`src/design/cbt_pkg.sv`:
```
// Shared constants, codes and types of the colour blob tracker.
package cbt_pkg;

	localparam int MAX_BLOBS   = 32;
	localparam int COORD_BITS  = 10;
	localparam int SUM_BITS    = 30;
	localparam int COUNT_BITS  = 20;
	localparam int MARGIN_BITS = 6;
	localparam int CFG_BITS    = 20;
	localparam logic [COUNT_BITS-1:0] COUNT_MAX = '1;

	typedef enum logic [2:0] {
		COL_YELLOW = 3'd0,
		COL_WHITE  = 3'd1,
		COL_GREEN  = 3'd2,
		COL_RED    = 3'd3,
		COL_BLUE   = 3'd4,
		COL_NONE   = 3'd5
	} colour_t;

	typedef enum logic [0:0] {
		REG_BOX_MARGIN = 1'b0,
		REG_MIN_PIXELS = 1'b1
	} reg_idx_t;

	typedef struct packed {
		logic                  valid;
		colour_t               colour;
		logic [SUM_BITS-1:0]   sum_x;
		logic [SUM_BITS-1:0]   sum_y;
		logic [COUNT_BITS-1:0] count;
		logic [COORD_BITS-1:0] min_x;
		logic [COORD_BITS-1:0] max_x;
		logic [COORD_BITS-1:0] min_y;
		logic [COORD_BITS-1:0] max_y;
	} entry_t;

	typedef struct packed {
		logic [COORD_BITS-1:0] x;
		logic [COORD_BITS-1:0] y;
		colour_t               colour;
	} pix_t;

	typedef struct packed {
		logic px_en;
		logic alloc;
		logic shift;
		logic clear;
	} cell_ctl_t;

endpackage

```
`src/design/cbt_classify.sv`:
```
// Colour classifier: priority yellow, white, green, red, blue.
module cbt_classify import cbt_pkg::*; (
	input  logic [7:0] red,
	input  logic [7:0] green,
	input  logic [7:0] blue,
	output colour_t    colour
);
	logic [15:0] r100, g100, b100;
	logic        is_y, is_w, is_g, is_r, is_b;

	assign r100 = 16'(red) * 16'd100;
	assign g100 = 16'(green) * 16'd100;
	assign b100 = 16'(blue) * 16'd100;

	always_comb begin
		is_y = (9'(red) > 9'(green) + 9'd20) && (green > 8'd180) && (blue != 8'd0)
			&& (blue < 8'd100);
		is_w = (red >= 8'd253) && (green >= 8'd253) && (blue >= 8'd253);
		is_g = (green >= 8'd80) && (r100 >= 16'(green) * 16'd70)
			&& (r100 <= 16'(green) * 16'd85) && (b100 >= 16'(green) * 16'd50)
			&& (b100 <= 16'(green) * 16'd58);
		is_r = (9'(red) > 9'(blue) + 9'd80) && (9'(red) > 9'(green) + 9'd80)
			&& (red > 8'd100);
		is_b = (blue >= 8'd80) && (r100 >= 16'(blue) * 16'd80)
			&& (r100 <= 16'(blue) * 16'd97) && (g100 >= 16'(blue) * 16'd109)
			&& (g100 <= 16'(blue) * 16'd128);
		priority if (is_y) colour = COL_YELLOW;
		else if (is_w)     colour = COL_WHITE;
		else if (is_g)     colour = COL_GREEN;
		else if (is_r)     colour = COL_RED;
		else if (is_b)     colour = COL_BLUE;
		else               colour = COL_NONE;
	end
endmodule

```
`config.mk`:
```
export PLATFORM = sky130hd
export DESIGN_NAME = cbt_classify
export DESIGN_NICKNAME = d
export VERILOG_FILES = /design/src/design/cbt_pkg.sv /design/src/design/cbt_classify.sv
export SDC_FILE = /design/constraint.sdc
export NUM_CORES = 1
export LEC_CHECK = 0
export CAP_MARGIN = 20
export CORE_AREA = 2 2 154 156
export DETAILED_ROUTE_END_ITERATION = 7
export DIE_AREA = 0 0 156 158
export DONT_BUFFER_PORTS = 1
export PLACE_DENSITY_LB_ADDON = 0.12
export SYNTH_ARGS = -nofsm -noshare
export SYNTH_HDL_FRONTEND = slang
export SYNTH_SLANG_ARGS = --single-unit
export TNS_END_PERCENT = 1
```
`constraint.sdc`:
```
create_clock -name vclk -period 5.8
set_input_delay 0.58 -clock vclk [all_inputs]
set_output_delay 0.58 -clock vclk [all_outputs]
set_load 0.01 [all_outputs]
```
Word-level counts from Yosys, hierarchy flattened
Index checks and enable logic that the tools add are counted.

cells by class
  reduce and logical (&&, ||, !) cells = 16
  multiplexer cells = 5
  order comparisons = 19
  multiply operators = 10
  add/sub/neg operators = 3

operator list
  cell                                                                              count
  8-bit by 5-bit multiplier with 13-bit output (second input constant)              5
  15-bit >= comparator                                                              3
  15-bit <= comparator                                                              3
  8-bit by 7-bit multiplier with 15-bit output (second input constant)              3
  8-bit by 9-bit greater-than comparator with 1-bit output                          3
  8-bit >= comparator (second input constant)                                       3
  8-bit by 7-bit adder with 9-bit output (second input constant)                    2
  8-bit by 7-bit >= comparator with 1-bit output (second input constant)            2
  15-bit by 14-bit >= comparator with 1-bit output                                  1
  15-bit by 14-bit <= comparator with 1-bit output                                  1
  1-bit logical AND                                                                 15
  8-bit by 6-bit multiplier with 14-bit output (second input constant)              1
  3-bit 2-to-1 mux                                                                  4
  8-bit by 3-bit multiplier with 11-bit output (second input constant)              1
  8-bit by 5-bit adder with 9-bit output (second input constant)                    1
  8-bit by 7-bit greater-than comparator with 1-bit output (second input constant)  1
  8-bit greater-than comparator (second input constant)                             1
  8-bit by 7-bit < comparator with 1-bit output (second input constant)             1
  8-bit nonzero test                                                                1
  1-bit 2-to-1 mux                                                                  1

word-level totals
  flip-flop bits (word level) = 0
  input bits = 24
  logic and storage cells = 53
  output and inout bits = 3

Logic depth before layout (Yosys ltp)
  depth in word-level cells = 11
  depth in mapped cells = 23
  gate-level depth less buffers = 23

Worst setup path after synthesis
Ideal clock, no wire load.

  path type = input-to-output
  start = input port blue[5]
  end = output port colour[0]
  data required time = 5220 ps
  path slack = 269 ps
  buffers on the path = 0
  data arrival time = 4951 ps
  stages on the path = 20
  cell sequence = inv_1 ha_1 inv_1 fa_1 inv_1 fa_1 fa_1 ha_1 or3_1 o211ai_1 and4b_1 xor2_1 ha_1 a21o_1 a21oi_1 nand2_1 o31a_1 nor2_1 nor4_1 a211oi_1

between the ends
  longest elaborated chain between the ends = 11
  elaborated cells on any way between the ends = 32
  classes of those cells = add/sub (1); mul (4); order compare (10); mux (5); reduce/logical (12)

ends and longest elaborated chain
  item                                          line                RTL
  from (decl)                                   cbt_classify.sv:5   input logic [7:0] blue,
  8-bit by 3-bit multiplier with 11-bit output  cbt_classify.sv:24  is_b = (blue >= 8'd80) && (r100 >= 16'(blue) * 16'd80)
  15-bit >= comparator                          cbt_classify.sv:24
  1-bit logical AND                             cbt_classify.sv:24
  1-bit logical AND (2 in series)               cbt_classify.sv:25  && (r100 <= 16'(blue) * 16'd97) && (g100 >= 16'(blue) * 16'd109)
  1-bit logical AND                             cbt_classify.sv:26  && (g100 <= 16'(blue) * 16'd128);
  1-bit 2-to-1 mux                              cbt_classify.sv:31  else if (is_b) colour = COL_BLUE;
  3-bit 2-to-1 mux                              cbt_classify.sv:30  else if (is_r) colour = COL_RED;
  3-bit 2-to-1 mux                              cbt_classify.sv:29  else if (is_g) colour = COL_GREEN;
  3-bit 2-to-1 mux                              cbt_classify.sv:28  else if (is_w) colour = COL_WHITE;
  3-bit 2-to-1 mux *                            cbt_classify.sv:27  priority if (is_y) colour = COL_YELLOW;
  to (decl)                                     cbt_classify.sv:6   output colour_t colour

Mark *: on every way between the ends. The rest lies on a longest branch, timed or not.

Worst setup path in the final report
  start = input port blue[4]
  end = output port colour[0]

The elaborated chain is that of the path after synthesis.

==> impl_metrics.tcl <==
set metrics [dict create \
    status "finished clean" \
    wirelength_mm 25.7 \
    p_per_area_mw_per_mm2 276 \
    synth_area_leaders "ha_1, fa_1, inv_1" \
    final_cells 1419 \
    fill_cells 2339 \
    place_area_sq_mm 0.00996 \
    fp-row-count 56 \
    cp.required_ps 5220 \
    avgRoutedWirePerCell_um 18.1 \
    dr_wl_met3_um 770 \
    p_sw_uw 1510 \
    top_layer "met4" \
    grt_pass1_vias 7426 \
    clkbuf_count 0 \
    hp-start "green[7]" \
    core_sq_mm 0.0231 \
    grt_overflow_total 0 \
    io_buffers 0 \
    crit_type "primary input to output port" \
    design.die.area_sq_mm 0.0246 \
    report.final.slew_viol_count 0 \
    die_w_um 156 \
    period_needed_ps 5790 \
    syn_area_sq_mm 0.00910 \
    grt_first_pass_wirelength_mm 40.6 \
    yosysWarningCount 0 \
    slew_headroom_pct 51.5 \
    hold_viol 0 \
    place_inst 1417 \
    io_pins 27 \
    grt_setup_unrepaired "yes" \
    fin_crit_sh_pct 99.9 \
    diodes 0 \
    final_nets 1553 \
    cell_internal_pwr_uw 1280 \
    syn_inst 1063 \
    endpoint_kind "output port" \
    first_iter_violations 313 \
    flops_and_latches 0 \
    stdcell_area_sq_mm 0.0101 \
    cp.arrival_ps 5210 \
    synthToLayoutAreaGrowth_pct 11.2 \
    cts_hold_buffers 0 \
    start_util_pct 39.5 \
    hold_class "primary input to output port" \
    yosys.area.top_type "ha_1" \
    grt.total_usage_pct 21.1 \
    setup_tns_ps 0 \
    drtPass1Iterations 4 \
    wl_met2_mm 12.0 \
    critPathMaxFanout 10 \
    hpwl_mm 22.4 \
    yosysSeqAreaShare_pct 0 \
    wl_met1_mm 12.4 \
    p_clk_share_pct 0 \
    avgViaCountPerCell 5.31 \
    cp-start-kind "primary input" \
    switching_share_pct 54.0 \
    antenna_found_initial 0 \
    power.total_uw 2790 \
    syn_nets 1485 \
    maxCapViolCount 0 \
    p_leak_uw 0.00547 \
    tightest_slew_ps 718 \
    gp_congestion 0.869 \
    final_common_cell "ha_1" \
    synthDistinctLibCells 64 \
    die_h_um 158 \
    seq_area_sq_um 0 \
    vias 7531 \
    route.detailed.drc 0 \
    grt_max_degree 19 \
    min_to "colour[2]" \
    seq_power_share_pct 0 \
    peakVddDrop_mv 0.133 \
    drive_above_1_share_pct 8.95 \
    synth_top_area_share_pct 48.0 \
    fmax_ghz 0.173 \
    postRouteAntennaNets 0 \
    syn_area_per_cell_sq_um 8.56 \
    final_cell_mix "ha_1, inv_1, a21oi_1, buf_4, fa_1" \
    finalSetupViolations 0 \
    worstHoldPathCells 5 \
    hold_ws_ps 1760 \
    combPwrFrac_pct 100.0 \
]
per-stage QoR:
| step | worst slack (ps) | util [%] |
|---|---|---|
| final | 7.69 | 43.9 |
| after global routing | -171 | 43.9 |
| after CTS | -2.12 | 43.4 |
| after detailed placement | -155 | 43.2 |
| after global placement | -177 | 43.2 |
| after floorplan | 269 | - |
critical path, stage by stage:
cell and delay [ps]:
inv_1 50, ha_4 270, inv_2 40, fa_1 490
inv_2 40, fa_1 560, fa_2 470, ha_4 170
or3_4 320, o211ai_1 220, and4b_1 260, xor2_1 160
ha_1 260, a21o_1 170, a21oi_2 130, nand2_1 60
o31a_1 280, nor2_1 110, nor4_1 70, a211oi_2 300
buf_4 180
metal layers:
layer / GRT usage, % / vias to the layer above
li1: - / 3904
met1: 29.3 / 3508
met2: 36.6 / 97
met3: 1.34 / 22
met4: 3.71 / 0
met5: 0 / -
timing repair:
item,CTS,global route
setup endpoints to repair,2,3
buffers inserted,1,1
resized for setup,12,17
gates cloned,0,0
pin swaps,12,20
power groups by stage:
stage / registers, uW / clock network, uW / logic (uW)
after detailed placement: 0 / 0 / 2700
final: 0 / 0 / 2790
after floorplan: 0 / 0 / 1850
after global placement: 0 / 0 / 2700
after CTS: 0 / 0 / 2770
after global routing: 0 / 0 / 3200
cell usage after synthesis, types with 3 or more instances:
master and instances:
a21o_1 24, o21ai_0 20, o41ai_1 3, xor2_1 34, a41oi_1 3, o31a_1 3, fa_1 49, nand3_1 18
nor2b_1 14, nand2_1 41, or3_1 3, o211ai_1 8, o2111ai_1 3, a211oi_1 9, o22ai_1 3, and4_1 4
o21ai_1 22, a21oi_1 77, a211o_1 4, nor3_1 14, nor4b_1 3, nand2b_1 13, o31ai_1 3, nand4_1 15
nor2_1 34, inv_1 178, o21bai_1 9, o21a_1 5, nor4_1 7, and3_1 4, ha_1 349, xnor2_1 40
a31oi_1 6
worst max path at each step:
stage	from	end	slack, ps	depth (start not counted)
after floorplan	blue[5]	colour[0]	270	20
after global placement	blue[1]	colour[0]	-180	20
after detailed placement	blue[4]	colour[0]	-160	21
after CTS	blue[1]	colour[0]	-2	20
after global routing	blue[4]	colour[0]	-170	21
final	blue[4]	colour[0]	8	21
layout make-up:
type / instances / area [sq um] / area share (%)
Timing Repair Buffer: 68 / 523 / 5.17
Multi-Input combinational cell: 881 / 8550 / 84.6
Tap cell: 290 / 363 / 3.59
Inverter: 180 / 676 / 6.68
kinds of logic (layout without fill, tap and decap cells):
family / Yosys count / in the layout / synth area share (%)
mux: 1 / 1 / 0.110
buf+inv: 182 / 248 / 7.52
xor+xnor: 74 / 74 / 7.12
fa+ha+maj: 398 / 398 / 58.8
compound gates: 222 / 222 / 15.5
simple gates: 186 / 186 / 10.9
Power figures use the tool's default switching activity.
