`config.mk`:
```
export PLATFORM = sky130hd
export DESIGN_NAME = cbt_div
export DESIGN_NICKNAME = d
export VERILOG_FILES = /design/src/design/cbt_pkg.sv /design/src/design/cbt_div.sv
export SDC_FILE = /design/constraint.sdc
export NUM_CORES = 1
export LEC_CHECK = 0
export ABC_AREA = 1
export BUFFER_PORTS_ARGS = -buffer_cell sky130_fd_sc_hd__clkbuf_2
export CAP_MARGIN = 20
export CORE_ASPECT_RATIO = 1.2
export CORE_MARGIN = 2
export CORE_UTILIZATION = 30
export DETAILED_ROUTE_END_ITERATION = 16
export PLACE_DENSITY = 0.58
export RECOVER_POWER = 50
export SYNTH_ARGS = -nofsm -noshare
export SYNTH_HDL_FRONTEND = slang
export SYNTH_SLANG_ARGS = --single-unit
```
`constraint.sdc`:
```
create_clock -name clk -period 2.65 [get_ports clk]
set_input_delay 0.265 -clock clk [delete_from_list [all_inputs] [get_ports clk]]
set_output_delay 0.265 -clock clk [all_outputs]
set_load 0.1 [all_outputs]
```
`src/design/cbt_pkg.sv`:
```
// Shared constants, codes and types of the colour blob tracker.
package cbt_pkg;

	localparam int MAX_BLOBS   = 32;
	localparam int COORD_BITS  = 10;
	localparam int SUM_BITS    = 30;
	localparam int COUNT_BITS  = 20;
	localparam int MARGIN_BITS = 6;
	localparam int CFG_BITS    = 20;
	localparam logic [COUNT_BITS-1:0] COUNT_MAX = '1;

	typedef enum logic [2:0] {
		COL_YELLOW = 3'd0,
		COL_WHITE  = 3'd1,
		COL_GREEN  = 3'd2,
		COL_RED    = 3'd3,
		COL_BLUE   = 3'd4,
		COL_NONE   = 3'd5
	} colour_t;

	typedef enum logic [0:0] {
		REG_BOX_MARGIN = 1'b0,
		REG_MIN_PIXELS = 1'b1
	} reg_idx_t;

	typedef struct packed {
		logic                  valid;
		colour_t               colour;
		logic [SUM_BITS-1:0]   sum_x;
		logic [SUM_BITS-1:0]   sum_y;
		logic [COUNT_BITS-1:0] count;
		logic [COORD_BITS-1:0] min_x;
		logic [COORD_BITS-1:0] max_x;
		logic [COORD_BITS-1:0] min_y;
		logic [COORD_BITS-1:0] max_y;
	} entry_t;

	typedef struct packed {
		logic [COORD_BITS-1:0] x;
		logic [COORD_BITS-1:0] y;
		colour_t               colour;
	} pix_t;

	typedef struct packed {
		logic px_en;
		logic alloc;
		logic shift;
		logic clear;
	} cell_ctl_t;

endpackage

```
`src/design/cbt_div.sv`:
```
// Restoring divider: one quotient bit per cycle.
module cbt_div import cbt_pkg::*; (
	input  logic                  clk,
	input  logic                  arst_n,
	input  logic                  start,
	input  logic [SUM_BITS-1:0]   dividend,
	input  logic [COUNT_BITS-1:0] divisor,
	output logic                  busy,
	output logic [SUM_BITS-1:0]   quotient
);
	localparam int CW = $clog2(SUM_BITS + 1);
	logic [CW-1:0]         cnt_q;
	logic [COUNT_BITS-1:0] rem_q, den_q;
	logic [SUM_BITS-1:0]   quo_q;
	logic [COUNT_BITS:0]   part, trial;

	assign part  = {rem_q, quo_q[SUM_BITS-1]};
	assign trial = part - {1'b0, den_q};

	always_ff @(posedge clk or negedge arst_n) begin
		if (!arst_n) begin
			cnt_q <= '0;
		end else if (start) begin
			cnt_q <= CW'(SUM_BITS);
		end else if (cnt_q != '0) begin
			cnt_q <= cnt_q - CW'(1);
		end
	end

	always_ff @(posedge clk) begin
		if (start) begin
			rem_q <= '0;
			quo_q <= dividend;
			den_q <= divisor;
		end else if (cnt_q != '0) begin
			if (!trial[COUNT_BITS]) begin
				rem_q <= trial[COUNT_BITS-1:0];
				quo_q <= {quo_q[SUM_BITS-2:0], 1'b1};
			end else begin
				rem_q <= part[COUNT_BITS-1:0];
				quo_q <= {quo_q[SUM_BITS-2:0], 1'b0};
			end
		end
	end

	assign busy     = (cnt_q != '0);
	assign quotient = quo_q;
endmodule
```
Word-level counts from Yosys, hierarchy flattened
Index checks and enable logic that the tools add are counted.
Storage, ports and cells
  register bits: 75
  output and inout port bits: 31
Operators by class
  add/sub/neg operators: 2
  multiplexer cells: 6
  reduce and logical (&&, ||, !) cells: 2
Operators by type and width (count)
  30-bit two-way mux: 2
  21-bit by 20-bit subtractor with 21-bit output: 1
  20-bit two-way mux: 1
  5-bit two-way mux: 2
  5-bit nonzero test: 1
  5-bit by 1-bit subtractor with 5-bit output, second input constant: 1
  2-bit nonzero test: 1
  1-bit two-way mux: 1

Depth between registers and ports, before layout
  depth after elaboration: 4
  mapped depth: 16
  depth with buffers taken out: 16

Least setup slack after synthesis
No wires, ideal clock.
  kind: register to register
  from: register quo_q[29], in the netlist quotient[29]
  to: register rem_q[10]
  setup time: 0.109 ns
  data arrival time: 2.713 ns
  required time: 2.541 ns
  path slack: -0.173 ns
  cell stages (with the launch flop): 16
  clock period less this slack: 2.823 ns
  path through: edfxtp_1 -> inv_1 -> ha_1 -> fa_1 -> inv_1 -> nand2_1 -> nand2_1 -> and2_1 -> nand2_4 -> nand3_2 -> nand2_4 -> buf_6 -> nand3_2 -> nand3_1 -> nand2_1 -> inv_1
Between the ends
  word-level cells in the longest chain between the ends: 2
RTL lines
  from (decl): RTL line cbt_div.sv:14  | logic [SUM_BITS-1:0] quo_q;
  from (signal assigned): RTL line cbt_div.sv:33  | quo_q <= dividend;
  from (signal assigned): RTL line cbt_div.sv:38  | quo_q <= {quo_q[SUM_BITS-2:0], 1'b1};
  from (signal assigned): RTL line cbt_div.sv:41  | quo_q <= {quo_q[SUM_BITS-2:0], 1'b0};
  21-bit by 20-bit subtractor with 21-bit output: RTL line cbt_div.sv:18  | assign trial = part - {1'b0, den_q};
  20-bit two-way mux: RTL line cbt_div.sv:36  | if (!trial[COUNT_BITS]) begin
  to (signal assigned): RTL line cbt_div.sv:37  | rem_q <= trial[COUNT_BITS-1:0];
  to (signal assigned): RTL line cbt_div.sv:40  | rem_q <= part[COUNT_BITS-1:0];
  to (decl): RTL line cbt_div.sv:13  | logic [COUNT_BITS-1:0] rem_q, den_q;
Every way passes these cells.
A chain may end at the register's enable or synchronous reset.

Final worst setup path
  from: register quo_q[29], in the netlist quotient[29]
  to: register rem_q[18]
Same word-level chain as after synthesis.

==> flow_metrics.env <==
export IMPL_status="finished, final reports clean"
export IMPL_synthSimpleGateAreaFrac_pct=33.9
export IMPL_synthesis_area_per_instance_um2=7.34
export IMPL_tightestPinTransition_ns=1.26
export IMPL_post_cts_buffers=0
export IMPL_placedInstanceArea_um2=5510
export IMPL_synth_top_area_cell="edfxtp_1"
export IMPL_cp_max_fo=20
export IMPL_final_antenna_net_count=0
export IMPL_fmax_ghz=0.435
export IMPL_vias_per_cell=4.48
export IMPL_htreeDepth=3
export IMPL_syn_area_um2=4830
export IMPL_period_needed_ns=2.30
export IMPL_final_seq_area_um2=2030
export IMPL_synth_area_leaders="edfxtp_1 31%, nand2_1 18%, inv_1 9.6%"
export IMPL_p_leak_nw=3.18
export IMPL_hp_class="in -> reg"
export IMPL_startpoint="quotient[29]$_DFFE_PP_"
export IMPL_drc=0
export IMPL_synth_xor_area_share_pct=1.45
export IMPL_rsz0062_at_grt="no"
export IMPL_instances_no_fill=958
export IMPL_drv_cap=0
export IMPL_initial_core_util_pct=30.8
export IMPL_cts_buffer_depth=2
export IMPL_die_w_um=120
export IMPL_power_density_nw_per_um2=573
export IMPL_io_pins=84
export IMPL_synth_top_family_by_area="simple AND/OR/NAND/NOR gates"
export IMPL_irDropWorstVdd_uv=376
export IMPL_die_h_um=143
export IMPL_ys_flop_type="edfxtp_1"
export IMPL_antenna_found_initial=0
export IMPL_cts_buffers=9
export IMPL_fin_nets=821
export IMPL_grt_pass1_vias=4318
export IMPL_skew_ns=0.0112
export IMPL_antenna_cells=0
export IMPL_area_delta_synth_final_pct=20.2
export IMPL_ys_warn_count=0
export IMPL_yosysMostFrequentCell="nand2_1"
export IMPL_num_vias=4293
export IMPL_wl_mm=11.9
export IMPL_path_buf_inv=2
export IMPL_finalSetupViolations=0
export IMPL_drt_first_iter_violations=177
export IMPL_cts_hold_buffers=1
export IMPL_hold_violations=0
export IMPL_fillers=1673
export IMPL_critPathKind="reg -> reg"
export IMPL_path_cells="inv_1 > ha_2 > fa_2 > inv_2 > nand2_1 > nand2_1 > and2_4 > nand2_4 > nand3_4 > nand2_2 > nand3_1 > nand2_1 > nor2_1 > nor2_1"
export IMPL_grt_start_max_net_pins=41
export IMPL_dr_pass1_iters=6
export IMPL_synth_fp_nets=735
export IMPL_grt_pass1_wl_mm=20.4
export IMPL_synth_commonest_cells="233 x nand2_1, 124 x inv_1, 63 x nand3_1"
export IMPL_grt_overflow_total=0
export IMPL_synth_edf_count=50
export IMPL_cp_required_ns=2.89
export IMPL_hpwl_mm=8.86
export IMPL_muxShareOfSynthArea_pct=0
export IMPL_slew_viol_final=0
export IMPL_drive_gt1_share_pct=17.1
export IMPL_io_buffers=83
export IMPL_cp_arrival_ns=2.53
export IMPL_netlist_cell_type_count=35
export IMPL_r2r_start="quotient[29]$_DFFE_PP_"
export IMPL_cp_slowest_cell="edfxtp_1"
export IMPL_path_clk_slew_ns=0.06
export IMPL_max_stage_delay_ns=0.36
export IMPL_holdCritStartpoint="divisor[17]"
export IMPL_coreArea_um2=15700
export IMPL_multi_input_area_um2=2250
export IMPL_async_flop_share_pct=6.67
export IMPL_clock_sinks=75
export IMPL_gp_congestion=0.930
export IMPL_cpMostUsedCell="nand2_1"
export IMPL_fp_dieArea_um2=17200
export IMPL_clkLatencyLatePin_ns=0.34
export IMPL_cp_start_kind="flip-flop"
export IMPL_clockRootBuffer="clkbuf_16"
export IMPL_cts_tree="yes"
export IMPL_slew_headroom_pct=16.3
export IMPL_synth_compound_area_share_pct=4.84
export IMPL_wl_per_cell_um=12.5
export IMPL_placed_cells=941
export IMPL_cts_resized=0
export IMPL_finalCritPeriodShare_pct=86.7
export IMPL_yosys_area_share_adder_pct=6.11
export IMPL_path_delay_family="simple AND/OR/NAND/NOR gates"
export IMPL_synth_cells=659
export IMPL_ys_ff_latch=75
export IMPL_fin_area_um2=5810
export IMPL_globalRouteTotalUtil_pct=14.8
export IMPL_rows=50
export IMPL_cp_end_kind="flip-flop"
export IMPL_synth_top_area_share_pct=31.1
export IMPL_seq_area_frac_synth_pct=41.9
-- cell families after synthesis --
logic type                 Yosys count
AOI/OAI and AO/OA                   42
xor gates and xnor gates             8
adders and majority gates           23
buffers and inverters              143
DFF                                 75
and+or+nand+nor                    368
-- layout make-up --
type	instances	share of cell area, %
repair buffers	94	8.59
flip-flops and latches	75	34.9
inverters	124	8.01
clock inverters	7	1.42
well taps	208	4.48
clock buffers	9	3.88
multi-input cells	441	38.7
-- routing by layer --
metal | up-vias | share of wire (%) | GRT usage [%]
met1 | 1912 | 44 | 18.1
met2 | 120 | 48 | 25.1
met3 | 21 | 5.9 | 3.47
met5 | - | 0 | 0
met4 | 0 | 2.0 | 5.70
li1 | 2240 | - | -
-- report_power, final --
group	leakage (nW)	total, mW	switching [mW]	internal (mW)
Clock	0.145	1.29	0.543	0.746
Sequential	0.738	1.37	0.0377	1.33
Combinational	2.30	0.670	0.519	0.152
Total	3.18	3.33	1.10	2.23
-- through the flow --
stage          util, %  total power [mW]  setup TNS, ns  setup slack [ns]  hold slack, ns
5_1_grt           37.0              3.48              0             0.113          0.0873
6_report          37.0              3.33              0             0.352          0.0951
3_3_place_gp      35.1              2.07              0             0.425          0.0959
4_1_cts           37.1              3.37              0             0.352          0.0843
2_1_floorplan        -              1.92         -0.122           -0.0227         -0.0306
3_5_place_dp      35.1              2.07              0             0.367          0.0911
-- registers in the layout (all words and copies together), names as in the netlist --
| signal | cells |
|---|---|
| quotient | 30 |
| den_q | 20 |
| rem_q | 20 |
| cnt_q | 5 |
-- cell usage in the layout, fill, tap and decap left out, types with 2 or more instances in the layout --
cell type   instances
a21oi_1            13
nand3b_1            2
nor2_4              2
dfxtp_1            20
nand3_1            63
nand2_1           233
inv_6               3
clkinvlp_4          2
dfrtp_1             5
nand3_2            10
inv_1             123
clkbuf_16           9
o21bai_1            2
o21ai_0            23
nand4_1             8
nand2_4             2
nor2_1             31
xnor2_1             2
buf_4               8
o31ai_1             2
clkbuf_2           75
clkbuf_1            9
nand2_2             5
xor2_1              6
edfxtp_1           50
ha_1               21
nor3_1              4
-- worst paths after layout --
kind	endpoint	slack, ns	cells past startpoint
hold / removal	den_q[17]$_DFFE_PP_	0.1	1
hold reg to reg	cnt_q[4]$_DFFE_PN0P_	0.49	1
setup reg to reg	rem_q[18]$_SDFFE_PP0P_	0.35	14
max in group asynchronous	cnt_q[0]$_DFFE_PN0P_	2.12	2
setup / recovery	rem_q[18]$_SDFFE_PP0P_	0.35	14
min in group asynchronous	cnt_q[3]$_DFFE_PN0P_	0.31	2
No activity file was read; power rests on OpenSTA's default activity.
