### config.mk
export PLATFORM = sky130hd
export DESIGN_NAME = cbt_cell
export DESIGN_NICKNAME = d
export VERILOG_FILES = /design/src/design/cbt_pkg.sv /design/src/design/cbt_cell.sv
export SDC_FILE = /design/constraint.sdc
export NUM_CORES = 1
export LEC_CHECK = 0
export BUFFER_PORTS_ARGS = -buffer_cell sky130_fd_sc_hd__buf_4
export CAP_MARGIN = 20
export CORE_AREA = 2 2 169 122
export DETAILED_ROUTE_END_ITERATION = 10
export DIE_AREA = 0 0 171 124
export PLACE_DENSITY = 0.81
export SLEW_MARGIN = 15
export SYNTH_ARGS = -nofsm -noshare
export SYNTH_HDL_FRONTEND = slang
export SYNTH_SLANG_ARGS = --single-unit
### constraint.sdc
create_clock -name clk -period 12.5 [get_ports clk]
set_input_delay 0.625 -clock clk [delete_from_list [all_inputs] [get_ports clk]]
set_output_delay 0.625 -clock clk [all_outputs]
set_load 0.01 [all_outputs]
### src/design/cbt_pkg.sv
// Shared constants, codes and types of the colour blob tracker.
package cbt_pkg;

	localparam int MAX_BLOBS   = 32;
	localparam int COORD_BITS  = 10;
	localparam int SUM_BITS    = 30;
	localparam int COUNT_BITS  = 20;
	localparam int MARGIN_BITS = 6;
	localparam int CFG_BITS    = 20;
	localparam logic [COUNT_BITS-1:0] COUNT_MAX = '1;

	typedef enum logic [2:0] {
		COL_YELLOW = 3'd0,
		COL_WHITE  = 3'd1,
		COL_GREEN  = 3'd2,
		COL_RED    = 3'd3,
		COL_BLUE   = 3'd4,
		COL_NONE   = 3'd5
	} colour_t;

	typedef enum logic [0:0] {
		REG_BOX_MARGIN = 1'b0,
		REG_MIN_PIXELS = 1'b1
	} reg_idx_t;

	typedef struct packed {
		logic                  valid;
		colour_t               colour;
		logic [SUM_BITS-1:0]   sum_x;
		logic [SUM_BITS-1:0]   sum_y;
		logic [COUNT_BITS-1:0] count;
		logic [COORD_BITS-1:0] min_x;
		logic [COORD_BITS-1:0] max_x;
		logic [COORD_BITS-1:0] min_y;
		logic [COORD_BITS-1:0] max_y;
	} entry_t;

	typedef struct packed {
		logic [COORD_BITS-1:0] x;
		logic [COORD_BITS-1:0] y;
		colour_t               colour;
	} pix_t;

	typedef struct packed {
		logic px_en;
		logic alloc;
		logic shift;
		logic clear;
	} cell_ctl_t;

endpackage

### src/design/cbt_cell.sv
// One blob cell: holds an entry, tests and absorbs pixels, shifts towards the head.
module cbt_cell import cbt_pkg::*; (
	input  logic                   clk,
	input  logic                   arst_n,
	input  cell_ctl_t              ctl,
	input  pix_t                   pix,
	input  logic [MARGIN_BITS-1:0] margin,
	input  logic                   prev_valid,
	input  entry_t                 next_entry,
	output entry_t                 entry,
	output logic                   match
);
	localparam int W = COORD_BITS + 1;
	entry_t e_q;
	logic   valid_q;
	logic   take_new;
	logic [W-1:0] xm, ym;

	assign xm = W'(pix.x) + W'(margin);
	assign ym = W'(pix.y) + W'(margin);
	assign take_new = ctl.alloc && !valid_q && prev_valid;
	assign match = valid_q && ctl.px_en && (e_q.colour == pix.colour)
		&& (W'(pix.x) < W'(e_q.max_x) + W'(margin)) && (xm > W'(e_q.min_x))
		&& (W'(pix.y) < W'(e_q.max_y) + W'(margin)) && (ym > W'(e_q.min_y));

	always_ff @(posedge clk or negedge arst_n) begin
		if (!arst_n) begin
			valid_q <= 1'b0;
		end else if (ctl.clear) begin
			valid_q <= 1'b0;
		end else if (ctl.shift) begin
			valid_q <= next_entry.valid;
		end else if (take_new) begin
			valid_q <= 1'b1;
		end
	end

	always_ff @(posedge clk) begin
		if (ctl.shift) begin
			e_q <= next_entry;
		end else if (take_new) begin
			e_q.colour <= pix.colour;
			e_q.sum_x  <= SUM_BITS'(pix.x);
			e_q.sum_y  <= SUM_BITS'(pix.y);
			e_q.count  <= COUNT_BITS'(1);
			e_q.min_x  <= pix.x;
			e_q.max_x  <= pix.x;
			e_q.min_y  <= pix.y;
			e_q.max_y  <= pix.y;
		end else if (match) begin
			if (e_q.count != COUNT_MAX) begin
				e_q.sum_x <= e_q.sum_x + SUM_BITS'(pix.x);
				e_q.sum_y <= e_q.sum_y + SUM_BITS'(pix.y);
				e_q.count <= e_q.count + COUNT_BITS'(1);
			end
			if (pix.x > e_q.max_x)      e_q.max_x <= pix.x;
			else if (pix.x < e_q.min_x) e_q.min_x <= pix.x;
			if (pix.y > e_q.max_y)      e_q.max_y <= pix.y;
			else if (pix.y < e_q.min_y) e_q.min_y <= pix.y;
		end
	end

	always_comb begin
		entry       = e_q;
		entry.valid = valid_q;
	end
endmodule

After elaboration in Yosys (flattened, before gate mapping)

Index checks and enable logic that the tools add are counted.

Register bits: 124
Output and inout bits: 125
Word-level logic and storage cells: 64

Add/sub/neg operators: 7
Order comparisons: 8
Equal/unequal tests: 4
Muxes and demuxes: 14
Reductions and logical operators: 22

Operator list:

| operator              | number |
|---|---|
| $mux 120              | 2 |
| $mux 123              | 1 |
| $mux 80               | 1 |
| $add 30x10->30        | 2 |
| $mux 10               | 6 |
| $add 10x6->11         | 4 |
| $gt 11x10->1          | 2 |
| $lt 10x11->1          | 2 |
| $reduce_bool 3->1     | 7 |
| $add 20x1->20 const B | 1 |
| $gt 10x10->1          | 2 |
| $lt 10x10->1          | 2 |
| $ne 20x20->1 const B  | 1 |
| $logic_and 1x1->1     | 8 |
| $ne 3x3->1 const B    | 2 |
| $reduce_and 2->1      | 3 |
| $reduce_and 3->1      | 2 |
| $eq 3x3->1            | 1 |
| $mux 1                | 3 |
| $mux 3                | 1 |
| $reduce_bool 2->1     | 1 |
| $logic_not 1->1       | 1 |

Logic depth before layout (Yosys ltp)

Gate-level depths: netlist (run 1).

Word-level depth: 9
Depth in mapped cells: 15
Depth with buffers taken out: 15

Least setup slack after synthesis (run 1)

OpenSTA, ideal clock, no wires.

Kind: input-to-reg
Start point: in margin[0]
End point: reg e_q, in the netlist entry[100] (enable)
Setup time: 629 ps
Data arrival time: 8744 ps
Data required time: 11871 ps
Slack: 3127 ps
Stages on the path: 13
Cells stage by stage: ha_1 -> fa_1 -> a211oi_1 -> o21bai_1 -> a21oi_1 -> nor3_1 -> xnor2_1 -> ha_1 -> a2111oi_0 -> o21ai_0 -> o21ai_0 -> nand4_1 -> o21ai_0

Word-level cells in the longest chain between the ends: 8

RTL lines:

| element                         | line           | source |
|---|---|---|
| start: declaration              | cbt_cell.sv:7  | `input logic [MARGIN_BITS-1:0] margin,` |
| $add 10x6->11                   | cbt_cell.sv:23 | `&& (W'(pix.x) < W'(e_q.max_x) + W'(margin)) && (xm > W'(e_q.min_x))` |
| $lt 10x11->1                    | cbt_cell.sv:23 |  |
| $logic_and 1x1->1 (2 in a row)  | cbt_cell.sv:23 |  |
| $logic_and 1x1->1               | cbt_cell.sv:24 | `&& (W'(pix.y) < W'(e_q.max_y) + W'(margin)) && (ym > W'(e_q.min_y));` |
| $logic_and 1x1->1 (*)           | cbt_cell.sv:24 |  |
| $reduce_bool 3->1 (no line) (*) | -              |  |
| $reduce_and 2->1 (no line) (*)  | -              |  |
| end signal: assignment          | cbt_cell.sv:40 | `e_q <= next_entry;` |
| end: declaration                | cbt_cell.sv:14 | `entry_t e_q;` |

Mark *: on every way between the ends. The rest lies on a longest branch, timed or not.
A chain may end at the register's enable or synchronous reset.

Worst setup path after layout (run 1)

Start point: reg e_q, in the netlist entry[0]
End point: reg e_q, in the netlist entry[92] (enable)

Word-level cells in the longest chain between the ends: 6

RTL lines:

| element                        | line |
|---|---|
| $add 10x6->11                  | cbt_cell.sv:24 |
| $lt 10x11->1                   | cbt_cell.sv:24 |
| $logic_and 1x1->1 (2 in a row) | cbt_cell.sv:24 |
| $reduce_bool 3->1 (no line)    | - |
| $reduce_and 2->1 (no line)     | - |

Every way passes these cells.

==> results.yml, run 1 <==
setup_path:
  cp.required_ns: 12.54
  slowest_stage: "buf_4"
  crit_path_max_fanout: 80
  r2r-start: "entry[0]$_DFFE_PP_"
  startpoint_type: "flip-flop"
  end_kind: "flip-flop"
  path_cells: "ha_1 > fa_1 > a211oi_1 > o21bai_1 > a21oi_1 > nor2_1 > xnor2_1 > ha_1 > and4_1 > nand3_1 > a21oi_1 > o31ai_1 > nand4_1 > o21ai_4 > buf_4"
  rrSetupSlack_ns: 7.64
  arrival_ns: 4.90
  crit_family: "compound AO/OA/AOI/OAI gates"
  slowest_delay_ns: 0.81
  r2r-end: "entry[92]$_DFFE_PP_"
  critPathBufInv: 1
  critPathKind: "reg -> reg"
  reg2reg_depth: 15
cts:
  cts_tree: "done"
  cts_buffers: 17
  clkLatencyLatePin_ns: 0.42
  post_cts_buffers: 0
  htree_levels: 4
  cts_buffer_depth: 2
  clock-sinks: 124
  clkTransAtPathRegs_ns: 0.06
  clockRootBuffer: "clkbuf_16"
global_routing:
  grt_pass1_wl_um: 48700
  grt_overflow: 0
  grtUsageTotal_pct: 29.7
  grt_pass1_vias: 9295
  antenna_found_initial: 0
  grt_max_degree: 81
layout:
  area_growth_pct: 29.3
  n_fill_cell: 1576
  n_antenna_cell: 0
  layout-drive-gt1-share_pct: 25.8
  nNetsFinal: 1686
placement:
  port-buffer-count: 284
  place_hpwl_um: 23900
  place_congestion: 0.952
  dp_slack_ns: 7.38
status:
  outcome: "complete, no violations"
synth:
  syn_area_per_cell_um2: 9.31
  synth_seq_cells: 124
  synth_cell_types: 74
  async_flop_share_pct: 0.806
  netlist_area_um2: 10400
  yosysWarnings: 0
  synth_edf_count: 123
  synth_flop_cell: "edfxtp_1"
  syn_inst: 1119
  ys_seq_area_share_pct: 35.7
  synth_nets: 1406
sta:
  period_share_pct: 38.9
  slew_viol_final: 0
  hold_violations: 0
  worstMarginPinSlew_ns: 1.07
  finalCriticalPeriod_ns: 4.86
  setup_viol: 0
  fin_worst_skew_ns: 0.0135
  holdWs_ns: 0.348
  fin_ws_ns: 7.64
  relSlewSlack_pct: 29.0
  setup-tns-final_ns: 0
  fmax_ghz: 0.206
  rsz0062_at_grt: "false"
pwr:
  comb_power_share_pct: 32.1
  ir_drop_uv: 66.4
  swShare_pct: 33.0
  p_int_mw: 1.07
  power_frac_clock_pct: 32.6
  p_seq_share_pct: 35.3
  p_switching_uw: 528
  power.density_nw_per_um2: 119
  p_leak_nw: 5.95
floorplanning:
  initial_core_util_pct: 53.5
  core_um2: 19500
  die-area_um2: 21200
  die_y_um: 124
  pin_count: 285
  die_x_um: 171
  rows: 43
routing:
  remaining_drc_errors: 0
  num_vias: 9736
  totalWireLength_um: 31800
  wl_per_cell_um: 18.9
  drt_iter0_drc: 1068
  first_pass_iters: 5
  postRouteAntennaNets: 0
  via_per_inst: 5.79
job:
  drv_cap: 0
worst_hold_path:
  holdPathEnd: "valid_q$_DFFE_PN0P_"
  worstHoldStart: "ctl[0]"
  hp-class: "in -> reg"
  hold_path_depth: 2
-- cell usage after synthesis, types with 8 or more instances --
master    count  share of area, %
a21oi_1      62               3.0
o21a_1       13              0.94
o21ai_1      14              0.67
a211oi_1     28               2.0
ha_1        121                15
nor2_1       40               1.4
nor3_1       13              0.62
inv_1        68               2.5
edfxtp_1    123                35
xnor2_1      65               5.5
o31ai_1      17               1.2
nor2b_1      13              0.78
o21ai_0      74               3.6
xor2_1       35               2.9
clkbuf_1     25              0.90
a21o_1       22               1.6
mux2_2        8              0.87
and3_1       13              0.78
nand2_1     200               7.2
nand3_1      27               1.3
nand4_1      19               1.1
o211ai_1      9              0.65
-- worst reg2reg max path, delay by kind of cell (launching register included) --
family	cells	cell delay, ns
xor+xnor	1	0.14
flops	1	0.44
fa+ha+maj	3	1.00
simple gates	4	0.73
buf+inv	1	0.81
compound gates	6	1.29
-- per-stage QoR --
step / total power [mW] / util, % / cell area, µm² / instances
finish: 1.60 / 69.1 / 13500 / 1682
global route: 1.68 / 69.1 / 13500 / 1682
CTS: 1.59 / 69.1 / 13500 / 1681
detailed placement: 1.08 / 65.9 / 12800 / 1648
global placement: 1.06 / 65.9 / 12800 / 1648
floorplan: 0.872 / - / 10400 / 1119
-- layout by cell type, fill, tap and decap left out, types with 7 or more instances in the layout --
cell type	Yosys	layout
xor2_1	35	35
nor2_1	40	39
o31ai_1	17	17
ha_1	121	121
nor2b_1	13	13
nor3_1	13	13
edfxtp_1	123	123
a211oi_1	28	28
a21oi_1	62	62
mux2_2	8	8
nand2b_1	7	7
nand3_1	27	27
buf_4	2	294
a21o_1	22	22
inv_1	68	68
o21ai_1	14	14
nand4_1	19	19
nand2_1	200	200
xnor2_1	65	65
clkbuf_16	0	17
and3_1	13	13
o211ai_1	9	9
o21a_1	13	13
o21ai_0	74	73
-- final cells by class --
type | count | area, µm² | share of cell area, %
clock buffers | 19 | 443 | 3.29
multi-input cells | 893 | 6320 | 47.0
well taps | 270 | 338 | 2.51
clock inverters | 13 | 168 | 1.25
repair buffers | 295 | 2220 | 16.5
inverters | 68 | 255 | 1.90
flip-flops and latches | 124 | 3720 | 27.6
-- per-layer routing --
metal / global-route usage, % / vias to the layer above / share of wire, % / wire length (µm)
met5: 0 / - / 0 / 0
met4: 8.37 / 0 / 1.6 / 495
met3: 5.53 / 38 / 9.0 / 2850
met2: 46.9 / 484 / 45 / 14300
met1: 41.8 / 4550 / 44 / 14100
li1: - / 4664 / - / -
-- registers in the layout (all words and copies together) (netlist names) --
signal / cells
entry: 123
valid_q: 1
-- cells by family after synthesis --
logic type,synth area share (%)
multiplexers,1.25
flip-flops,35.7
AO/OA/AOI/OAI,19.6
AND/OR/NAND/NOR,15.6
XOR/XNOR,8.41
adder cells (fa/ha/maj),15.7
buffers and inverters,3.76
-- worst max path at each step --
stage,startpoint,to,slack (ns),cells after the start
3_5_place_dp,margin[0],entry[95]$_DFFE_PP_,7.38,16
3_3_place_gp,pix[13],entry[105]$_DFFE_PP_,7.47,16
5_1_grt,entry[0]$_DFFE_PP_,entry[96]$_DFFE_PP_,7.33,14
4_1_cts,entry[0]$_DFFE_PP_,entry[97]$_DFFE_PP_,7.67,15
2_1_floorplan,margin[0],entry[100]$_DFFE_PP_,3.13,13
6_report,entry[0]$_DFFE_PP_,entry[92]$_DFFE_PP_,7.64,15
-- power by group through the flow --
stage,logic [mW],registers (mW),clock network (mW)
finish,0.514,0.565,0.521
global route,0.568,0.571,0.540
CTS,0.508,0.564,0.523
detailed placement,0.504,0.572,0
global placement,0.488,0.571,0
floorplan,0.290,0.583,0
-- what timing repair did --
action / 4_1_cts / 5_1_grt
resized for setup: 0 / 0
hold buffers: 1 / 0
hold endpoints to repair: 1 / 0
Power figures use the tool's default switching activity.
==> inputs of run 2 (changes only) <==
--- a/config.mk
+++ b/config.mk
@@ -7,10 +7,10 @@
 export LEC_CHECK = 0
 export BUFFER_PORTS_ARGS = -buffer_cell sky130_fd_sc_hd__buf_4
 export CAP_MARGIN = 20
-export CORE_AREA = 2 2 169 122
+export CORE_AREA = 2 2 178 127
 export DETAILED_ROUTE_END_ITERATION = 10
-export DIE_AREA = 0 0 171 124
-export PLACE_DENSITY = 0.81
+export DIE_AREA = 0 0 180 129
+export PLACE_DENSITY = 0.78
 export SLEW_MARGIN = 15
 export SYNTH_ARGS = -nofsm -noshare
 export SYNTH_HDL_FRONTEND = slang
==> constraint.sdc (replaced) <==
create_clock -name clk -period 3.9 [get_ports clk]
set_input_delay 0.195 -clock clk [delete_from_list [all_inputs] [get_ports clk]]
set_output_delay 0.195 -clock clk [all_outputs]
set_load 0.01 [all_outputs]
==> results.yml, run 2 (synthesized netlist as in run 1, its figures left out) <==
routing:
  num_vias: 9799
  totalWireLength_um: 32500
  via_per_inst: 5.65
  wl_per_cell_um: 18.8
  first_pass_iters: 5
  drt_iter0_drc: 766
  postRouteAntennaNets: 0
  remaining_drc_errors: 0
floorplanning:
  initial_core_util_pct: 48.5
  die_y_um: 129
  die_x_um: 180
  rows: 45
  pin_count: 285
  die-area_um2: 23200
  core_um2: 21500
sta:
  fin_ws_ns: 0.0273
  rsz0062_at_grt: "true"
  period_share_pct: 99.3
  fmax_ghz: 0.258
  slew_viol_final: 0
  worstMarginPinSlew_ns: 0.893
  setup_viol: 0
  relSlewSlack_pct: 40.3
  finalCriticalPeriod_ns: 3.87
  fin_worst_skew_ns: 0.0163
  hold_violations: 0
placement:
  place_congestion: 0.928
  placed_area_um2: 13100
  place_hpwl_um: 24500
  port-buffer-count: 284
  dp_slack_ns: -0.0824
global_routing:
  grt_pass1_wl_um: 49700
  grt_overflow: 0
  grtUsageTotal_pct: 27.0
  grt_pass1_vias: 9393
  antenna_found_initial: 0
  grt_max_degree: 82
layout:
  n_antenna_cell: 0
  stdcell_area_um2: 14000
  area_growth_pct: 34.4
  layout-drive-gt1-share_pct: 29.4
  nNetsFinal: 1725
  largest_reg_flops: 123
  mostFrequentLayoutCell: "buf_4"
  final_cell_mix: "buf_4, nand2_1, edfxtp_1"
cts:
  cts_buffers: 17
  clkTransAtPathRegs_ns: 0.07
  htree_levels: 4
  cts_tree: "done"
  cts_buffer_depth: 2
  clock-sinks: 124
  clockRootBuffer: "clkbuf_16"
  clkLatencyLatePin_ns: 0.42
setup_path:
  crit_path_max_fanout: 8
  startpoint_type: "flip-flop"
  crit_family: "compound AO/OA/AOI/OAI gates"
  rrSetupSlack_ns: 0.03
  arrival_ns: 4.00
  slowest_stage: "edfxtp_1"
  path_cells: "ha_2 > buf_4 > a21o_1 > a21oi_2 > nor2b_1 > o21a_1 > o31ai_2 > xnor2_1 > ha_1 > and4_4 > nand3_2 > a21oi_1 > o31ai_2 > buf_4 > nand4_1 > buf_6 > o21ai_4 > buf_6 > clkbuf_16"
  critPathKind: "reg -> reg"
  slowest_delay_ns: 0.39
  end_kind: "flip-flop"
  critPathBufInv: 5
  cp.required_ns: 4.03
worst_hold_path:
  hp-class: "in -> reg"
status:
  outcome: "complete, no violations"
job:
  drv_cap: 0
pwr:
  power_mw: 5.24
  p_leak_nw: 6.19
  power.density_nw_per_um2: 375
  ir_drop_uv: 258
==> run 2: timing repair <==
item | in CTS | in global routing
buffers inserted | 2 | 10
hold endpoints to repair | 2 | 0
gates resized for setup | 11 | 29
cloned | 0 | 6
hold buffers | 2 | 0
pin swaps | 13 | 20
setup endpoints to repair | 101 | 121
==> run 2: final timing paths <==
check	start	end	cells after the start
worst max-delay path	entry[0]$_DFFE_PP_	entry[63]$_DFFE_PP_	19
worst min-delay path	next_entry[21]	entry[21]$_DFFE_PP_	3
worst max register to register	entry[0]$_DFFE_PP_	entry[63]$_DFFE_PP_	19
worst min register to register	entry[88]$_DFFE_PP_	entry[88]$_DFFE_PP_	2
max in group asynchronous	arst_n	valid_q$_DFFE_PN0P_	2
min in group asynchronous	arst_n	valid_q$_DFFE_PN0P_	2
==> run 2: tightest hold or removal path, stage by stage <==
cell and delay [ns]:
buf_4 0.08, nand2_1 0.04, nand2_1 0.05
==> run 2: layer usage <==
metal	global-route usage [%]	routed length [µm]	up-vias	part of all wire, %
li1	-	-	4742	-
met1	39.1	15300	4575	47
met2	41.8	14200	440	44
met3	5.04	2460	42	7.6
met4	7.13	532	0	1.6
met5	0	0	-	0
==> run 2: layout make-up <==
class | instances | area [µm²]
clock buffer | 18 | 429
timing repair buffer | 334 | 2620
fill | 1750 | 7450
clock inverter | 14 | 184
sequential | 124 | 3720
tap | 282 | 353
inverter | 68 | 258
multi-input combinational | 893 | 6440
==> run 2: stage by stage <==
step | hold WS (ns) | setup TNS [ns] | util [%] | cells
4_1_cts | 0.0320 | 0 | 64.2 | 1718
5_1_grt | 0.0398 | -12.60 | 65.3 | 1733
3_5_place_dp | -0.0279 | -3.00 | 61.0 | 1683
6_report | 0.0449 | 0 | 65.3 | 1733
3_3_place_gp | -0.0297 | 0 | 61.0 | 1683
2_1_floorplan | -0.101 | -52.40 | - | 1119
==> run 2: power by group <==
| group | internal [mW] | switching, mW |
|---|---|---|
| clock network | 1.02 | 0.659 |
| logic | 0.827 | 0.929 |
| registers | 1.65 | 0.152 |
